==> src/rtl/uartrx_pkg.sv <==
package uartrx_pkg;

  localparam int CLK_HZ             = 100000000;
  localparam int BAUD               = 115200;
  localparam int MAX_DATA_BITS_DEF  = 9;
  localparam int TIMER_WIDTH_DEF    = 16;

  localparam int BIT_TIME_W  = 16;
  localparam int DATA_BITS_W = 4;
  localparam int STOP_BITS_W = 2;
  localparam int PAR_MODE_W  = 2;
  localparam int CFG_W       = 16;
  localparam int CFG_IDX_W   = 2;
  localparam int IDX_W       = 4;
  localparam int CHAR_W      = 9;
  localparam int IN_TDATA_W  = 8;
  localparam int OUT_TDATA_W = 16;

  localparam logic [BIT_TIME_W-1:0]  BIT_TIME_RST    = BIT_TIME_W'(CLK_HZ / BAUD);
  localparam logic [DATA_BITS_W-1:0] DATA_BITS_RST   = 4'd8;
  localparam logic [STOP_BITS_W-1:0] STOP_BITS_RST   = 2'd1;
  localparam logic [PAR_MODE_W-1:0]  PARITY_MODE_RST = 2'd0;

  localparam logic [CFG_IDX_W-1:0] REG_BIT_TIME    = 2'd0;
  localparam logic [CFG_IDX_W-1:0] REG_DATA_BITS   = 2'd1;
  localparam logic [CFG_IDX_W-1:0] REG_STOP_BITS   = 2'd2;
  localparam logic [CFG_IDX_W-1:0] REG_PARITY_MODE = 2'd3;

  localparam logic [PAR_MODE_W-1:0] PAR_ODD  = 2'd1;
  localparam logic [PAR_MODE_W-1:0] PAR_EVEN = 2'd2;

  typedef struct packed {
    logic [BIT_TIME_W-1:0]  bit_time;
    logic [DATA_BITS_W-1:0] data_bits;
    logic [STOP_BITS_W-1:0] stop_bits;
    logic [PAR_MODE_W-1:0]  parity_mode;
  } cfg_t;

  typedef struct packed {
    logic              parity_error;
    logic [CHAR_W-1:0] char_data;
  } res_t;

endpackage

==> src/rtl/uartrx_core.sv <==
module uartrx_core #(
  parameter int MAX_DATA_BITS = uartrx_pkg::MAX_DATA_BITS_DEF,
  parameter int TIMER_WIDTH   = uartrx_pkg::TIMER_WIDTH_DEF
) (
  input  logic               clk,
  input  logic               rst_n,
  input  logic               item_vld,
  input  logic               line,
  input  uartrx_pkg::cfg_t   cfg,
  output logic               res_vld,
  output uartrx_pkg::res_t   res
);

  localparam int IW = uartrx_pkg::IDX_W;
  localparam int CW = uartrx_pkg::CHAR_W;
  localparam int TW = TIMER_WIDTH;
  localparam int MW = MAX_DATA_BITS;

  localparam logic [2:0] PH_WAIT_HIGH   = 3'd0;
  localparam logic [2:0] PH_WAIT_START  = 3'd1;
  localparam logic [2:0] PH_CHECK_START = 3'd2;
  localparam logic [2:0] PH_RECEIVE     = 3'd3;
  localparam logic [2:0] PH_PARITY      = 3'd4;
  localparam logic [2:0] PH_STOP        = 3'd5;

  logic [2:0]    phase_r, phase_nxt;
  logic [TW-1:0] bit_timer_r, bit_timer_nxt;
  logic [IW-1:0] bit_index_r, bit_index_nxt;
  logic [MW-1:0] shift_word_r, shift_word_nxt;
  logic          parity_ok_r, parity_ok_nxt;

  logic [IW:0]   eff_data;
  logic [IW:0]   eff_stop;
  logic [IW-1:0] idx_inc;
  logic          par_on;
  logic          exp_par;

  always_comb begin
    if (cfg.data_bits == '0) begin
      eff_data = (IW+1)'(1);
    end else if ({1'b0, cfg.data_bits} > (IW+1)'(MW)) begin
      eff_data = (IW+1)'(MW);
    end else begin
      eff_data = {1'b0, cfg.data_bits};
    end
    if (cfg.stop_bits == 2'd0) begin
      eff_stop = (IW+1)'(1);
    end else if (cfg.stop_bits == 2'd3) begin
      eff_stop = (IW+1)'(2);
    end else begin
      eff_stop = (IW+1)'(cfg.stop_bits);
    end
    par_on  = (cfg.parity_mode == uartrx_pkg::PAR_ODD) ||
              (cfg.parity_mode == uartrx_pkg::PAR_EVEN);
    exp_par = (^shift_word_r) ^ (cfg.parity_mode == uartrx_pkg::PAR_ODD);
    idx_inc = bit_index_r + IW'(1);
  end

  always_comb begin
    phase_nxt      = phase_r;
    bit_timer_nxt  = bit_timer_r;
    bit_index_nxt  = bit_index_r;
    shift_word_nxt = shift_word_r;
    parity_ok_nxt  = parity_ok_r;
    res_vld        = 1'b0;
    res.char_data    = CW'(shift_word_r);
    res.parity_error = ~parity_ok_r;
    if (phase_r == PH_WAIT_HIGH) begin
      if (line) phase_nxt = PH_WAIT_START;
    end else if (phase_r == PH_WAIT_START) begin
      if (!line) begin
        phase_nxt     = PH_CHECK_START;
        bit_timer_nxt = TW'(cfg.bit_time >> 1);
      end
    end else if (phase_r > PH_STOP) begin
      phase_nxt = PH_WAIT_HIGH;
    end else if (bit_timer_r > TW'(1)) begin
      bit_timer_nxt = bit_timer_r - TW'(1);
    end else begin
      bit_timer_nxt = '0;
      unique case (phase_r)
        PH_CHECK_START: begin
          if (!line) begin
            phase_nxt      = PH_RECEIVE;
            bit_index_nxt  = '0;
            shift_word_nxt = '0;
            parity_ok_nxt  = 1'b1;
            bit_timer_nxt  = TW'(cfg.bit_time);
          end else begin
            phase_nxt = PH_WAIT_START;
          end
        end
        PH_RECEIVE: begin
          for (int i = 0; i < MW; i++) begin
            if (bit_index_r == IW'(i) && line) shift_word_nxt[i] = 1'b1;
          end
          bit_index_nxt = idx_inc;
          if ({1'b0, idx_inc} >= eff_data) begin
            phase_nxt     = par_on ? PH_PARITY : PH_STOP;
            bit_index_nxt = '0;
          end
          bit_timer_nxt = TW'(cfg.bit_time);
        end
        PH_PARITY: begin
          parity_ok_nxt = (line == exp_par);
          phase_nxt     = PH_STOP;
          bit_timer_nxt = TW'(cfg.bit_time);
        end
        default: begin
          if (line) begin
            bit_index_nxt = idx_inc;
            if ({1'b0, idx_inc} >= eff_stop) begin
              phase_nxt     = PH_WAIT_START;
              bit_index_nxt = '0;
              res_vld       = item_vld;
            end else begin
              bit_timer_nxt = TW'(cfg.bit_time);
            end
          end else begin
            phase_nxt     = PH_WAIT_HIGH;
            bit_index_nxt = '0;
          end
        end
      endcase
    end
  end

  always_ff @(posedge clk) begin
    if (!rst_n) begin
      phase_r      <= PH_WAIT_HIGH;
      bit_timer_r  <= '0;
      bit_index_r  <= '0;
      shift_word_r <= '0;
      parity_ok_r  <= 1'b1;
    end else if (item_vld) begin
      phase_r      <= phase_nxt;
      bit_timer_r  <= bit_timer_nxt;
      bit_index_r  <= bit_index_nxt;
      shift_word_r <= shift_word_nxt;
      parity_ok_r  <= parity_ok_nxt;
    end
  end

  a_res_in_stop: assert property (@(posedge clk) disable iff (!rst_n)
    res_vld |-> phase_r == PH_STOP)
    else $error("result outside stop phase");

  a_res_then_wait: assert property (@(posedge clk) disable iff (!rst_n)
    res_vld |=> phase_r == PH_WAIT_START && bit_index_r == '0)
    else $error("no return to wait after result");

  a_idle_timer: assert property (@(posedge clk) disable iff (!rst_n)
    (phase_r == PH_WAIT_HIGH || phase_r == PH_WAIT_START) |-> bit_timer_r == '0)
    else $error("timer running while idle");

endmodule

==> src/rtl/uartrx_outbuf.sv <==
module uartrx_outbuf (
  input  logic             clk,
  input  logic             rst_n,
  input  logic             push,
  input  uartrx_pkg::res_t push_data,
  output logic             space,
  output logic             out_vld,
  input  logic             out_rdy,
  output uartrx_pkg::res_t out_data
);

  logic             main_vld_r, main_vld_nxt;
  logic             skid_vld_r, skid_vld_nxt;
  uartrx_pkg::res_t main_r, main_nxt;
  uartrx_pkg::res_t skid_r, skid_nxt;
  logic             pop;

  assign pop      = main_vld_r & out_rdy;
  assign space    = ~skid_vld_r;
  assign out_vld  = main_vld_r;
  assign out_data = main_r;

  always_comb begin
    main_vld_nxt = main_vld_r;
    skid_vld_nxt = skid_vld_r;
    main_nxt     = main_r;
    skid_nxt     = skid_r;
    if (skid_vld_r) begin
      if (pop) begin
        main_nxt     = skid_r;
        skid_vld_nxt = 1'b0;
      end
    end else if (!main_vld_r || pop) begin
      main_vld_nxt = push;
      if (push) main_nxt = push_data;
    end else if (push) begin
      skid_vld_nxt = 1'b1;
      skid_nxt     = push_data;
    end
  end

  always_ff @(posedge clk) begin
    if (!rst_n) begin
      main_vld_r <= 1'b0;
      skid_vld_r <= 1'b0;
    end else begin
      main_vld_r <= main_vld_nxt;
      skid_vld_r <= skid_vld_nxt;
    end
    main_r <= main_nxt;
    skid_r <= skid_nxt;
  end

  a_skid_needs_main: assert property (@(posedge clk) disable iff (!rst_n)
    skid_vld_r |-> main_vld_r)
    else $error("skid holds an item while output is empty");

endmodule

==> src/rtl/uart_receiver_top.sv <==
// A result goes into the output register, or into the skid stage while that one is occupied.
// Throughput: one item per cycle while in_tready is high; the state machine updates on every accepted item.
// in_tready drops only while two results wait in the output register and skid stage.
// Reset (rst_n low, synchronous): state to waiting for idle line, output stage empty,
// configuration back to bit_time 868, 8 data bits, 1 stop bit, no parity.
module uart_receiver_top #(
  parameter int MAX_DATA_BITS = uartrx_pkg::MAX_DATA_BITS_DEF,
  parameter int TIMER_WIDTH   = uartrx_pkg::TIMER_WIDTH_DEF
) (
  input  logic                               clk,
  input  logic                               rst_n,
  input  logic                               in_tvalid,
  output logic                               in_tready,
  input  logic [uartrx_pkg::IN_TDATA_W-1:0]  in_tdata,   // [0] line_level
  output logic                               out_tvalid,
  input  logic                               out_tready,
  output logic [uartrx_pkg::OUT_TDATA_W-1:0] out_tdata,  // [8:0] char_data, [9] parity_error
  input  logic                               cfg_we,
  input  logic [uartrx_pkg::CFG_IDX_W-1:0]   cfg_index,
  input  logic [uartrx_pkg::CFG_W-1:0]       cfg_wdata
);

  localparam int OW = uartrx_pkg::OUT_TDATA_W;

  uartrx_pkg::cfg_t cfg_r;
  uartrx_pkg::res_t core_res;
  uartrx_pkg::res_t buf_res;
  logic             core_res_vld;
  logic             in_acc;

  assign in_acc = in_tvalid & in_tready;

  always_ff @(posedge clk) begin
    if (!rst_n) begin
      cfg_r.bit_time    <= uartrx_pkg::BIT_TIME_RST;
      cfg_r.data_bits   <= uartrx_pkg::DATA_BITS_RST;
      cfg_r.stop_bits   <= uartrx_pkg::STOP_BITS_RST;
      cfg_r.parity_mode <= uartrx_pkg::PARITY_MODE_RST;
    end else if (cfg_we) begin
      unique case (cfg_index)
        uartrx_pkg::REG_BIT_TIME:
          cfg_r.bit_time <= cfg_wdata[uartrx_pkg::BIT_TIME_W-1:0];
        uartrx_pkg::REG_DATA_BITS:
          cfg_r.data_bits <= cfg_wdata[uartrx_pkg::DATA_BITS_W-1:0];
        uartrx_pkg::REG_STOP_BITS:
          cfg_r.stop_bits <= cfg_wdata[uartrx_pkg::STOP_BITS_W-1:0];
        uartrx_pkg::REG_PARITY_MODE:
          cfg_r.parity_mode <= cfg_wdata[uartrx_pkg::PAR_MODE_W-1:0];
        default: ;
      endcase
    end
  end

  uartrx_core #(
    .MAX_DATA_BITS (MAX_DATA_BITS),
    .TIMER_WIDTH   (TIMER_WIDTH)
  ) u_core (
    .clk      (clk),
    .rst_n    (rst_n),
    .item_vld (in_acc),
    .line     (in_tdata[0]),
    .cfg      (cfg_r),
    .res_vld  (core_res_vld),
    .res      (core_res)
  );

  uartrx_outbuf u_outbuf (
    .clk       (clk),
    .rst_n     (rst_n),
    .push      (core_res_vld),
    .push_data (core_res),
    .space     (in_tready),
    .out_vld   (out_tvalid),
    .out_rdy   (out_tready),
    .out_data  (buf_res)
  );

  assign out_tdata = OW'(buf_res);

endmodule
==> config.mk <==
export PLATFORM = sky130hd
export DESIGN_NAME = uart_receiver_top
export DESIGN_NICKNAME = d
export VERILOG_FILES = /design/src/rtl/uartrx_pkg.sv /design/src/rtl/uartrx_core.sv /design/src/rtl/uartrx_outbuf.sv /design/src/rtl/uart_receiver_top.sv
export SDC_FILE = /design/constraint.sdc
export NUM_CORES = 1
export LEC_CHECK = 0
export BUFFER_PORTS_ARGS = -buffer_cell sky130_fd_sc_hd__buf_2
export CAP_MARGIN = 20
export CORE_MARGIN = 5
export CORE_UTILIZATION = 63
export DETAILED_ROUTE_END_ITERATION = 6
export GPL_ROUTABILITY_DRIVEN = 0
export PLACE_DENSITY = 0.91
export SLEW_MARGIN = 20
export SYNTH_ARGS = -nofsm -noshare
export SYNTH_HDL_FRONTEND = slang
export SYNTH_SLANG_ARGS = --single-unit
==> constraint.sdc <==
create_clock -name clk -period 6.8 [get_ports clk]
set_input_delay 0.68 -clock clk [delete_from_list [all_inputs] [get_ports clk]]
set_output_delay 0.68 -clock clk [all_outputs]
set_load 0.02 [all_outputs]
Word-level counts from Yosys, hierarchy flattened
Index checks and enable logic that the tools add are counted.

operators by class
  add/subtract/negate cells = 2
  $lt $le $gt $ge = 5
  eq/ne operators = 37
  mux-type cells = 57
  bitwise logic cells = 11
  reduce and logical (&&, ||, !) cells = 44

operators by type and width
  cell                   count
  $mux 16                7
  $reduce_and 8->1       9
  $mux 10                4
  $pmux 16 s2            1
  $mux 3                 9
  $mux 4                 6
  $mux 1                 22
  $ne 2x1->1 const B     10
  $pmux 9 s2             1
  $eq 4x3->1 const B     4
  $gt 16x1->1 const B    1
  $sub 16x1->16 const B  1
  $reduce_and 7->1       2
  $pmux 4 s3             1
  $ge 4x5->1             2
  $reduce_and 2->1       5
  $logic_and 1x1->1      9
  $mux 9                 1
  $pmux 3 s3             1
  $reduce_xor 9->1       1
  $eq 2x2->1 const B     4
  $eq 4x2->1 const B     2
  $logic_not 4->1        2
  $ne 2x2->1 const B     4
  other kinds (30)       47

word-level totals
  register bits after elaboration = 79
  input port bits = 31
  output and inout bits = 18
  logic and storage cells = 179

Logic depth before layout (Yosys ltp)
Gate-level depths: netlist (run 1).

  depth in word-level cells = 14
  gate-level depth with buffers = 10
  depth with buffers taken out = 9

Hierarchy
A second synthesis (run 1) with hierarchy kept.

second synthesis, totals
  cell total of the unflattened synthesis = 488
  area total of the unflattened synthesis = 4425.5 um^2

modules (own cells, without submodules)
  module             instances  cells each  area an instance (um^2)  seq. area each (um^2)
  uartrx_core        1          331         2504.9                   660.6
  uart_receiver_top  1          112         1083.5                   480.5
  uartrx_outbuf      1          45          837.1                    640.6

Worst setup path after synthesis (run 1)
OpenSTA, ideal clock, no wires.

  path kind = reg2reg
  start point = reg u_core.bit_timer_r[10]
  end point = reg u_outbuf.main_r, in the netlist u_outbuf.out_data[0], enable pin
  setup time = 0.392 ns
  arrival time = 2.640 ns
  required time = 6.408 ns
  setup slack = 3.768 ns
  cell stages (with the launch flop) = 6
  buffers on the path = 0
  period minus slack after synthesis = 3.032 ns
  cells stage by stage = dfxtp_1 -> or4_4 -> nor4_4 -> nand2_2 -> or4b_1 -> a21boi_0

on the way
  word-level cells in the longest chain between the ends = 7

ends and longest elaborated chain
  element                             line                 RTL
  start: declaration                  uartrx_core.sv:27    logic [TW-1:0] bit_timer_r, bit_timer_nxt;
  start signal: assignment            uartrx_core.sv:137   bit_timer_r <= bit_timer_nxt;
  $gt 16x1->1                         uartrx_core.sv:77    end else if (bit_timer_r > TW'(1)) begin
  $mux 1                              uartrx_core.sv:77
  $mux 1                              uartrx_core.sv:75    end else if (phase_r > PH_STOP) begin
  $mux 1                              uartrx_core.sv:70    end else if (phase_r == PH_WAIT_START) begin
  $mux 1                              uartrx_core.sv:68    if (phase_r == PH_WAIT_HIGH) begin
  $reduce_bool 2->1 (no source line)  --
  $reduce_and 3->1 (no source line)   --
  end signal: assignment              uartrx_outbuf.sv:50  main_r <= main_nxt;
  end: declaration                    uartrx_outbuf.sv:14  uartrx_pkg::res_t main_r, main_nxt;

No other way between the ends.
A chain may end at the register's enable or synchronous reset.

Worst setup path in the final report (run 1)
  start point = reg u_core.bit_index_r[0]
  end point = reg u_core.bit_timer_r[5]

on the way
  word-level cells in the longest chain between the ends = 8

ends and longest elaborated chain
  element                   line                RTL
  start: declaration        uartrx_core.sv:28   logic [IW-1:0] bit_index_r, bit_index_nxt;
  start signal: assignment  uartrx_core.sv:138  bit_index_r <= bit_index_nxt;
  $add 4x1->4               uartrx_core.sv:56   idx_inc = bit_index_r + IW'(1);
  $ge 4x5->1                uartrx_core.sv:112  if ({1'b0, idx_inc} >= eff_stop) begin
  $mux 16                   uartrx_core.sv:112
  $mux 16                   uartrx_core.sv:110  if (line) begin
  $pmux 16 s2               uartrx_core.sv:81   unique case (phase_r)
  $mux 16                   uartrx_core.sv:77
  $mux 16                   uartrx_core.sv:75
  $mux 16                   uartrx_core.sv:70

No other way between the ends. The select of a mux whose other input is x is not followed.

==> flow_summary.ini, run 1 <==
[sta]
setup_viol = 0
worst_pin_slew_ns = 0.898
drv_slew = 0
relSlewSlack = 0.402
whs_ns = 0.487
max_freq_ghz = 0.296
tns_ns = 0
post-route-min-period_ns = 3.37
fin_skew_ns = 0.0109
period_share = 0.496
rsz0062_at_grt = false
hold_viol = 0

[yosys]
ys_types = 60
ys_seq_area_frac = 0.414
synth-xor-area-share = 0.0515
synthArstFlopShare = 0
syn_area_um2 = 4250
synth_adder_area_share = 0.0382
synth-edff-count = 20
syn-instance-count = 486
avgSynthCellArea_um2 = 8.75
synth_ff_type = dfxtp_1
synth-compound-area-share = 0.175
synth_top_family_by_area = simple AND/OR/NAND/NOR gates
yosys_warnings = 0
synthMuxAreaShare = 0.0403
yosys.area_share.simple = 0.232
ys_ff_latch = 78

[setup_path]
rrSetupSlack_ns = 3.43
arrival_ns = 3.67
worstSetupEndpointType = flop
crit_start = u_core.bit_index_r[0]
worstPathMaxFanout = 8
r2r-end = u_core.bit_timer_r[5]
crit_required_ns = 7.10
start_kind = flop
worstRegToRegCells = 8
regToRegStartpoint = u_core.bit_index_r[0]
critPathKind = flop to flop

[power_and_ir_drop]
p_seq_frac = 0.454
netSwitchingFraction = 0.334
power_frac_comb = 0.233
p_switching_uw = 377
powerDensity_nw_per_um2 = 245
p_int_uw = 754
clock_power_share = 0.314
peakVddDrop_v = 0.000150
p_leak_uw = 0.00178

[floorplan]
die_area_um2 = 8500
io_pins = 49
die_height_um = 92.2
die_x_um = 92.2
rows = 30
core_area_um2 = 6680
initial_core_util = 0.637

[cts]
clkLatencyLatePin_ns = 0.36
post_cts_buffers = 0
cts-resized-gates = 0
clkSinkCount = 78
clock_path_buffers = 2
clockRootBuffer = clkbuf_8
numCtsBuffers = 9
cts.htree.levels = 3
cts_tree = built
clk_pin_slew_ns = 0.08
hold_buffers = 0

[global_routing]
grt_max_degree = 57
overflow = 0
grt.total_usage = 0.242
grt_pass1_wl_um = 16600
grt_pass1_vias = 3537
antenna_found_initial = 0

[routing]
via_per_inst = 6.33
drt-initial-drc-count = 480
post_drt_wl_per_cell_um = 16.8
drt_wl_total_um = 9960
route.detailed.drc = 9
num_vias = 3745
ant_nets = 0
first_pass_iters = 7

[cells_and_area]
num_antenna_cells = 0
most-common-layout-cells = nand2_1 (66), dfxtp_1 (58), buf_2 (35)
n_fill_cell = 535
mostFrequentLayoutCell = nand2_1
finalNetCount = 551
postLayoutCellArea_um2 = 4620
fin_cells = 592
area_growth_pct = 8.56
final-seq-area_um2 = 1760
multi_input_area_um2 = 2310
drive_above_1_share = 0.135

[worst_hold_path]
hold_depth = 1
worstHoldPathType = flop to flop
min_to = u_outbuf.skid_r[9]
hold_start = u_core.parity_ok_r

[run_status]
status = finished, violations left
violations = design-rule violations

[placed_design]
place_inst = 576
place_area_um2 = 4420
portBuffers = 35
hpwlAfterDp_um = 6870

[job]
drv_cap = 0
## worst max path at each step
stage	endpoint	cells past startpoint
after detailed placement	u_core.bit_timer_r[5]	8
after CTS	u_core.bit_timer_r[5]	8
final	u_core.bit_timer_r[5]	8
after global routing	u_core.bit_timer_r[5]	8
after global placement	u_core.bit_timer_r[0]	8
after floorplan	u_outbuf.out_data[0]	5
## cells in the mapped netlist (2+ instances only)
| library cell | instances | share of area |
|---|---|---|
| a21boi_0 | 17 | 0.030 |
| a21boi_1 | 2 | 0.0035 |
| a21oi_1 | 30 | 0.035 |
| a221oi_1 | 7 | 0.014 |
| a31oi_1 | 5 | 0.0074 |
| and2_1 | 2 | 0.0029 |
| buf_4 | 6 | 0.011 |
| clkbuf_1 | 24 | 0.021 |
| dfxtp_1 | 58 | 0.27 |
| edfxtp_1 | 20 | 0.14 |
| ha_1 | 13 | 0.038 |
| inv_1 | 16 | 0.014 |
| mux2_2 | 9 | 0.024 |
| mux2i_1 | 7 | 0.016 |
| nand2_1 | 66 | 0.058 |
| nand2b_1 | 9 | 0.013 |
| nand3_1 | 27 | 0.032 |
| nand3b_1 | 4 | 0.0071 |
| nand4_1 | 9 | 0.013 |
| nor2_1 | 25 | 0.022 |
| nor2b_1 | 9 | 0.013 |
| nor3_1 | 3 | 0.0035 |
| nor3b_1 | 4 | 0.0071 |
| nor4_1 | 2 | 0.0029 |
| o2111ai_1 | 2 | 0.0041 |
| o211ai_1 | 7 | 0.012 |
| o21a_1 | 2 | 0.0035 |
| o21ai_0 | 26 | 0.031 |
| o22ai_1 | 2 | 0.0029 |
| o2bb2ai_1 | 4 | 0.0082 |
| o31ai_1 | 2 | 0.0035 |
| or3_1 | 10 | 0.015 |
| or3b_2 | 2 | 0.0041 |
| or4_1 | 6 | 0.011 |
| xnor2_1 | 16 | 0.033 |
| xor2_1 | 9 | 0.019 |
## through the flow
stage | total power [uW] | utilization | setup WS (ns)
after floorplan | 729 | - | 3.77
after global placement | 768 | 0.661 | 3.70
after detailed placement | 776 | 0.661 | 3.62
after CTS | 1130 | 0.691 | 3.53
after global routing | 1180 | 0.691 | 3.28
final | 1130 | 0.691 | 3.43
## worst max-delay path, cell delays in order (launching register included)
cell and delay [ns]:
dfxtp_1 0.47, inv_1 0.11, ha_1 0.35, ha_1 0.32
a2111oi_0 0.71, a21boi_0 0.25, o21ai_0 0.65, nand4_1 0.24
a21oi_1 0.19
## per-layer routing
metal / track usage / vias to the layer above / routed length, um / part of all wire
li1: - / 1774 / - / -
met5: 0 / - / 0 / 0
met1: 0.313 / 1757 / 4200 / 0.42
met3: 0.0632 / 18 / 859 / 0.086
met2: 0.397 / 196 / 4700 / 0.47
met4: 0.0780 / 0 / 193 / 0.019
## area by class of cell
cell class,instances,area share
multi-input combinational,365,0.500
inverter,16,0.0130
tap,80,0.0217
clock buffer,10,0.0276
timing repair buffer,37,0.0412
clock inverter,6,0.0154
sequential,78,0.381
## flip-flops by register name, summed over array words and instances (netlist names)
| name | flops |
|---|---|
| u_core.phase_r | 3 |
| u_core.parity_ok_r | 1 |
| u_core.shift_word_r | 9 |
| u_core.bit_timer_r | 16 |
| u_outbuf.out_vld | 1 |
| cfg_r | 23 |
| u_core.bit_index_r | 4 |
| u_outbuf.out_data | 10 |
| u_outbuf.skid_r | 10 |
| u_outbuf.skid_vld_r | 1 |
## logic make-up after synthesis
kind of cell / after synthesis
simple gates: 190
compound gates: 115
flops: 78
buf+inv: 48
xor+xnor: 25
mux: 16
fa+ha+maj: 13
other cells: 1
## power groups by stage
stage | clock network, uW | logic, uW | registers (uW)
after global placement | 0 | 247 | 521
after global routing | 378 | 291 | 515
after detailed placement | 0 | 254 | 522
after floorplan | 0 | 216 | 513
final | 355 | 263 | 513
after CTS | 358 | 258 | 512
Power figures use the tool's default switching activity.
==> inputs of run 2 (changes only) <==
--- a/config.mk
+++ b/config.mk
@@ -5,13 +5,14 @@
 export SDC_FILE = /design/constraint.sdc
 export NUM_CORES = 1
 export LEC_CHECK = 0
+export ABC_AREA = 1
 export BUFFER_PORTS_ARGS = -buffer_cell sky130_fd_sc_hd__buf_2
 export CAP_MARGIN = 20
 export CORE_MARGIN = 5
-export CORE_UTILIZATION = 63
+export CORE_UTILIZATION = 59
 export DETAILED_ROUTE_END_ITERATION = 6
 export GPL_ROUTABILITY_DRIVEN = 0
-export PLACE_DENSITY = 0.91
+export PLACE_DENSITY = 0.86
 export SLEW_MARGIN = 20
 export SYNTH_ARGS = -nofsm -noshare
 export SYNTH_HDL_FRONTEND = slang
==> constraint.sdc (replaced) <==
create_clock -name clk -period 3.3 [get_ports clk]
set_input_delay 0.33 -clock clk [delete_from_list [all_inputs] [get_ports clk]]
set_output_delay 0.33 -clock clk [all_outputs]
set_load 0.02 [all_outputs]
==> run 2 against run 1 <==
Effect of this change:
- the flow now finishes without violations
- register-to-register slack worse by 3.0 ns
- utilization is 4.1 points lower
- routed wire length is 4.0% higher
- critical path type unchanged
- critical endpoint is now u_outbuf.out_data[6]
- largest cell class unchanged
==> flow_summary.ini, run 2 <==
[power_and_ir_drop]
p_int_uw = 2530
peakVddDrop_v = 0.000685
clock_power_share = 0.140
p_switching_uw = 2690
p_leak_uw = 0.00219
powerDensity_nw_per_um2 = 1050
power_frac_comb = 0.616
p_seq_frac = 0.243
netSwitchingFraction = 0.516

[cts]
clock_path_buffers = 2
clockRootBuffer = clkbuf_8
clkSinkCount = 78
hold_buffers = 0
clkLatencyLatePin_ns = 0.36
post_cts_buffers = 0
cts_tree = built
clk_pin_slew_ns = 0.08
cts.htree.levels = 3
cts-resized-gates = 0
numCtsBuffers = 9

[setup_path]
critPathKind = flop to flop
worstPathMaxFanout = 10
arrival_ns = 2.91
worstSetupEndpointType = flop
crit_required_ns = 3.37
start_kind = flop

[sta]
drv_slew = 0
period_share = 0.862
rsz0062_at_grt = false
relSlewSlack = 0.366
fin_skew_ns = 0.00665
worst_pin_slew_ns = 0.950
hold_viol = 0
tns_ns = 0
post-route-min-period_ns = 2.84
setup_viol = 0
max_freq_ghz = 0.352
setup_slack_ns = 0.455

[cells_and_area]
drive_above_1_share = 0.115
final-seq-area_um2 = 1760
reg_top3 = cfg_r: 23 flops, u_core.bit_timer_r: 16 flops
mostFrequentLayoutCell = nand2_1
n_fill_cell = 669
largest-register = cfg_r
num_antenna_cells = 0
most-common-layout-cells = nand2_1 (165), inv_1 (78), a21oi_1 (72)
multi_input_area_um2 = 2350
finalNetCount = 724
largest_reg_flops = 23
area_growth_pct = 8.92

[global_routing]
grt_pass1_wl_um = 17600
grt_max_degree = 33
overflow = 0
grt_pass1_vias = 3863
grt.total_usage = 0.218
antenna_found_initial = 0

[routing]
post_drt_wl_per_cell_um = 13.2
route.detailed.drc = 0
num_vias = 4233
first_pass_iters = 5
ant_nets = 0
via_per_inst = 5.38
drt-initial-drc-count = 332
drt_wl_total_um = 10400

[floorplan]
die_x_um = 97.8
core_area_um2 = 7610
rows = 32
die_height_um = 97.8
die_area_um2 = 9560
initial_core_util = 0.597
io_pins = 49

[yosys]
syn-instance-count = 654
yosys_warnings = 0
synth_ff_type = dfxtp_1
yosysMostFrequentCell = nand2_1
synth.top_cell.area_share = 0.256
yosys-top-cells-count = nand2_1 (165), inv_1 (78), a21oi_1 (72)
synthArstFlopShare = 0
avgSynthCellArea_um2 = 6.95
ys_ff_latch = 78
ys_seq_area_frac = 0.388
ys_top_cells_by_area = dfxtp_1 (26%), nand2_1 (14%), edfxtp_1 (13%), a21oi_1 (7.9%), inv_1 (6.4%)
synth_top_area_cell = dfxtp_1
syn_area_um2 = 4540
ys_types = 35
synth-edff-count = 20

[placed_design]
hpwlAfterDp_um = 7430
place_ws_ns = 0.527
portBuffers = 35

[job]
drv_cap = 0

[worst_hold_path]
worstHoldPathType = input pin to flop

[run_status]
status = completed
## run 2: area by class of cell
type / instances / share of cell area
Multi-Input combinational cell: 471 / 0.475
Sequential cell: 78 / 0.356
Inverter: 82 / 0.0622
Timing Repair Buffer: 38 / 0.0399
Clock buffer: 12 / 0.0359
Tap cell: 102 / 0.0258
Clock inverter: 4 / 0.00556
## run 2: worst paths after layout
kind                          from                   end  slack, ns  depth (start not counted)
max reg2reg  u_core.bit_index_r[0]  u_outbuf.out_data[6]       0.46                         11
min reg2reg               cfg_r[8]              cfg_r[8]       0.46                          2
max          u_core.bit_index_r[0]  u_outbuf.out_data[6]       0.46                         11
min                   cfg_wdata[8]             cfg_r[16]       0.18                          3
## run 2: critical path: stages, from the launching register on
cell and delay (ns):
dfxtp_1 0.45, inv_1 0.14, ha_1 0.36, ha_1 0.29, a21boi_0 0.22, nor2_2 0.08
nand2_1 0.20, nand2_1 0.20, nor2_1 0.18, a31oi_1 0.11, nor2_1 0.12, buf_4 0.19
## run 2: kinds of logic (layout without fill, tap and decap cells)
group / after synthesis / after routing / synth area share
AO/OA/AOI/OAI: 129 / 129 / 0.155
adder cells (fa/ha/maj): 13 / 13 / 0.0358
AND/OR/NAND/NOR: 307 / 307 / 0.290
buffers and inverters: 110 / 136 / 0.0994
flip-flops: 78 / 78 / 0.388
XOR/XNOR: 16 / 16 / 0.0308
other: 1 / 6 / 0.000825
## run 2: metal layers
| metal | global-route usage | up-vias | routed length, um |
|---|---|---|---|
| met1 | 0.284 | 1881 | 4510 |
| met2 | 0.371 | 167 | 4850 |
| met5 | 0 | - | 0 |
| met4 | 0.0671 | 0 | 201 |
| met3 | 0.0386 | 24 | 790 |
| li1 | - | 2161 | - |
## run 2: power by group through the flow
stage | registers [uW] | clock network (uW) | logic, uW
floorplan | 1290 | 0 | 2980
global placement | 1290 | 0 | 3090
detailed placement | 1290 | 0 | 3160
CTS | 1270 | 732 | 3220
global route | 1290 | 768 | 3530
finish | 1270 | 732 | 3220
## run 2: stage by stage
step | power [uW] | cells | util | area (um2) | hold slack, ns
global placement | 4380 | 771 | 0.624 | 4740 | 0.443
detailed placement | 4450 | 771 | 0.624 | 4740 | 0.449
finish | 5220 | 787 | 0.651 | 4950 | 0.184
CTS | 5220 | 787 | 0.651 | 4950 | 0.181
global route | 5590 | 787 | 0.651 | 4950 | 0.190
floorplan | 4270 | 659 | - | 4560 | 0.428
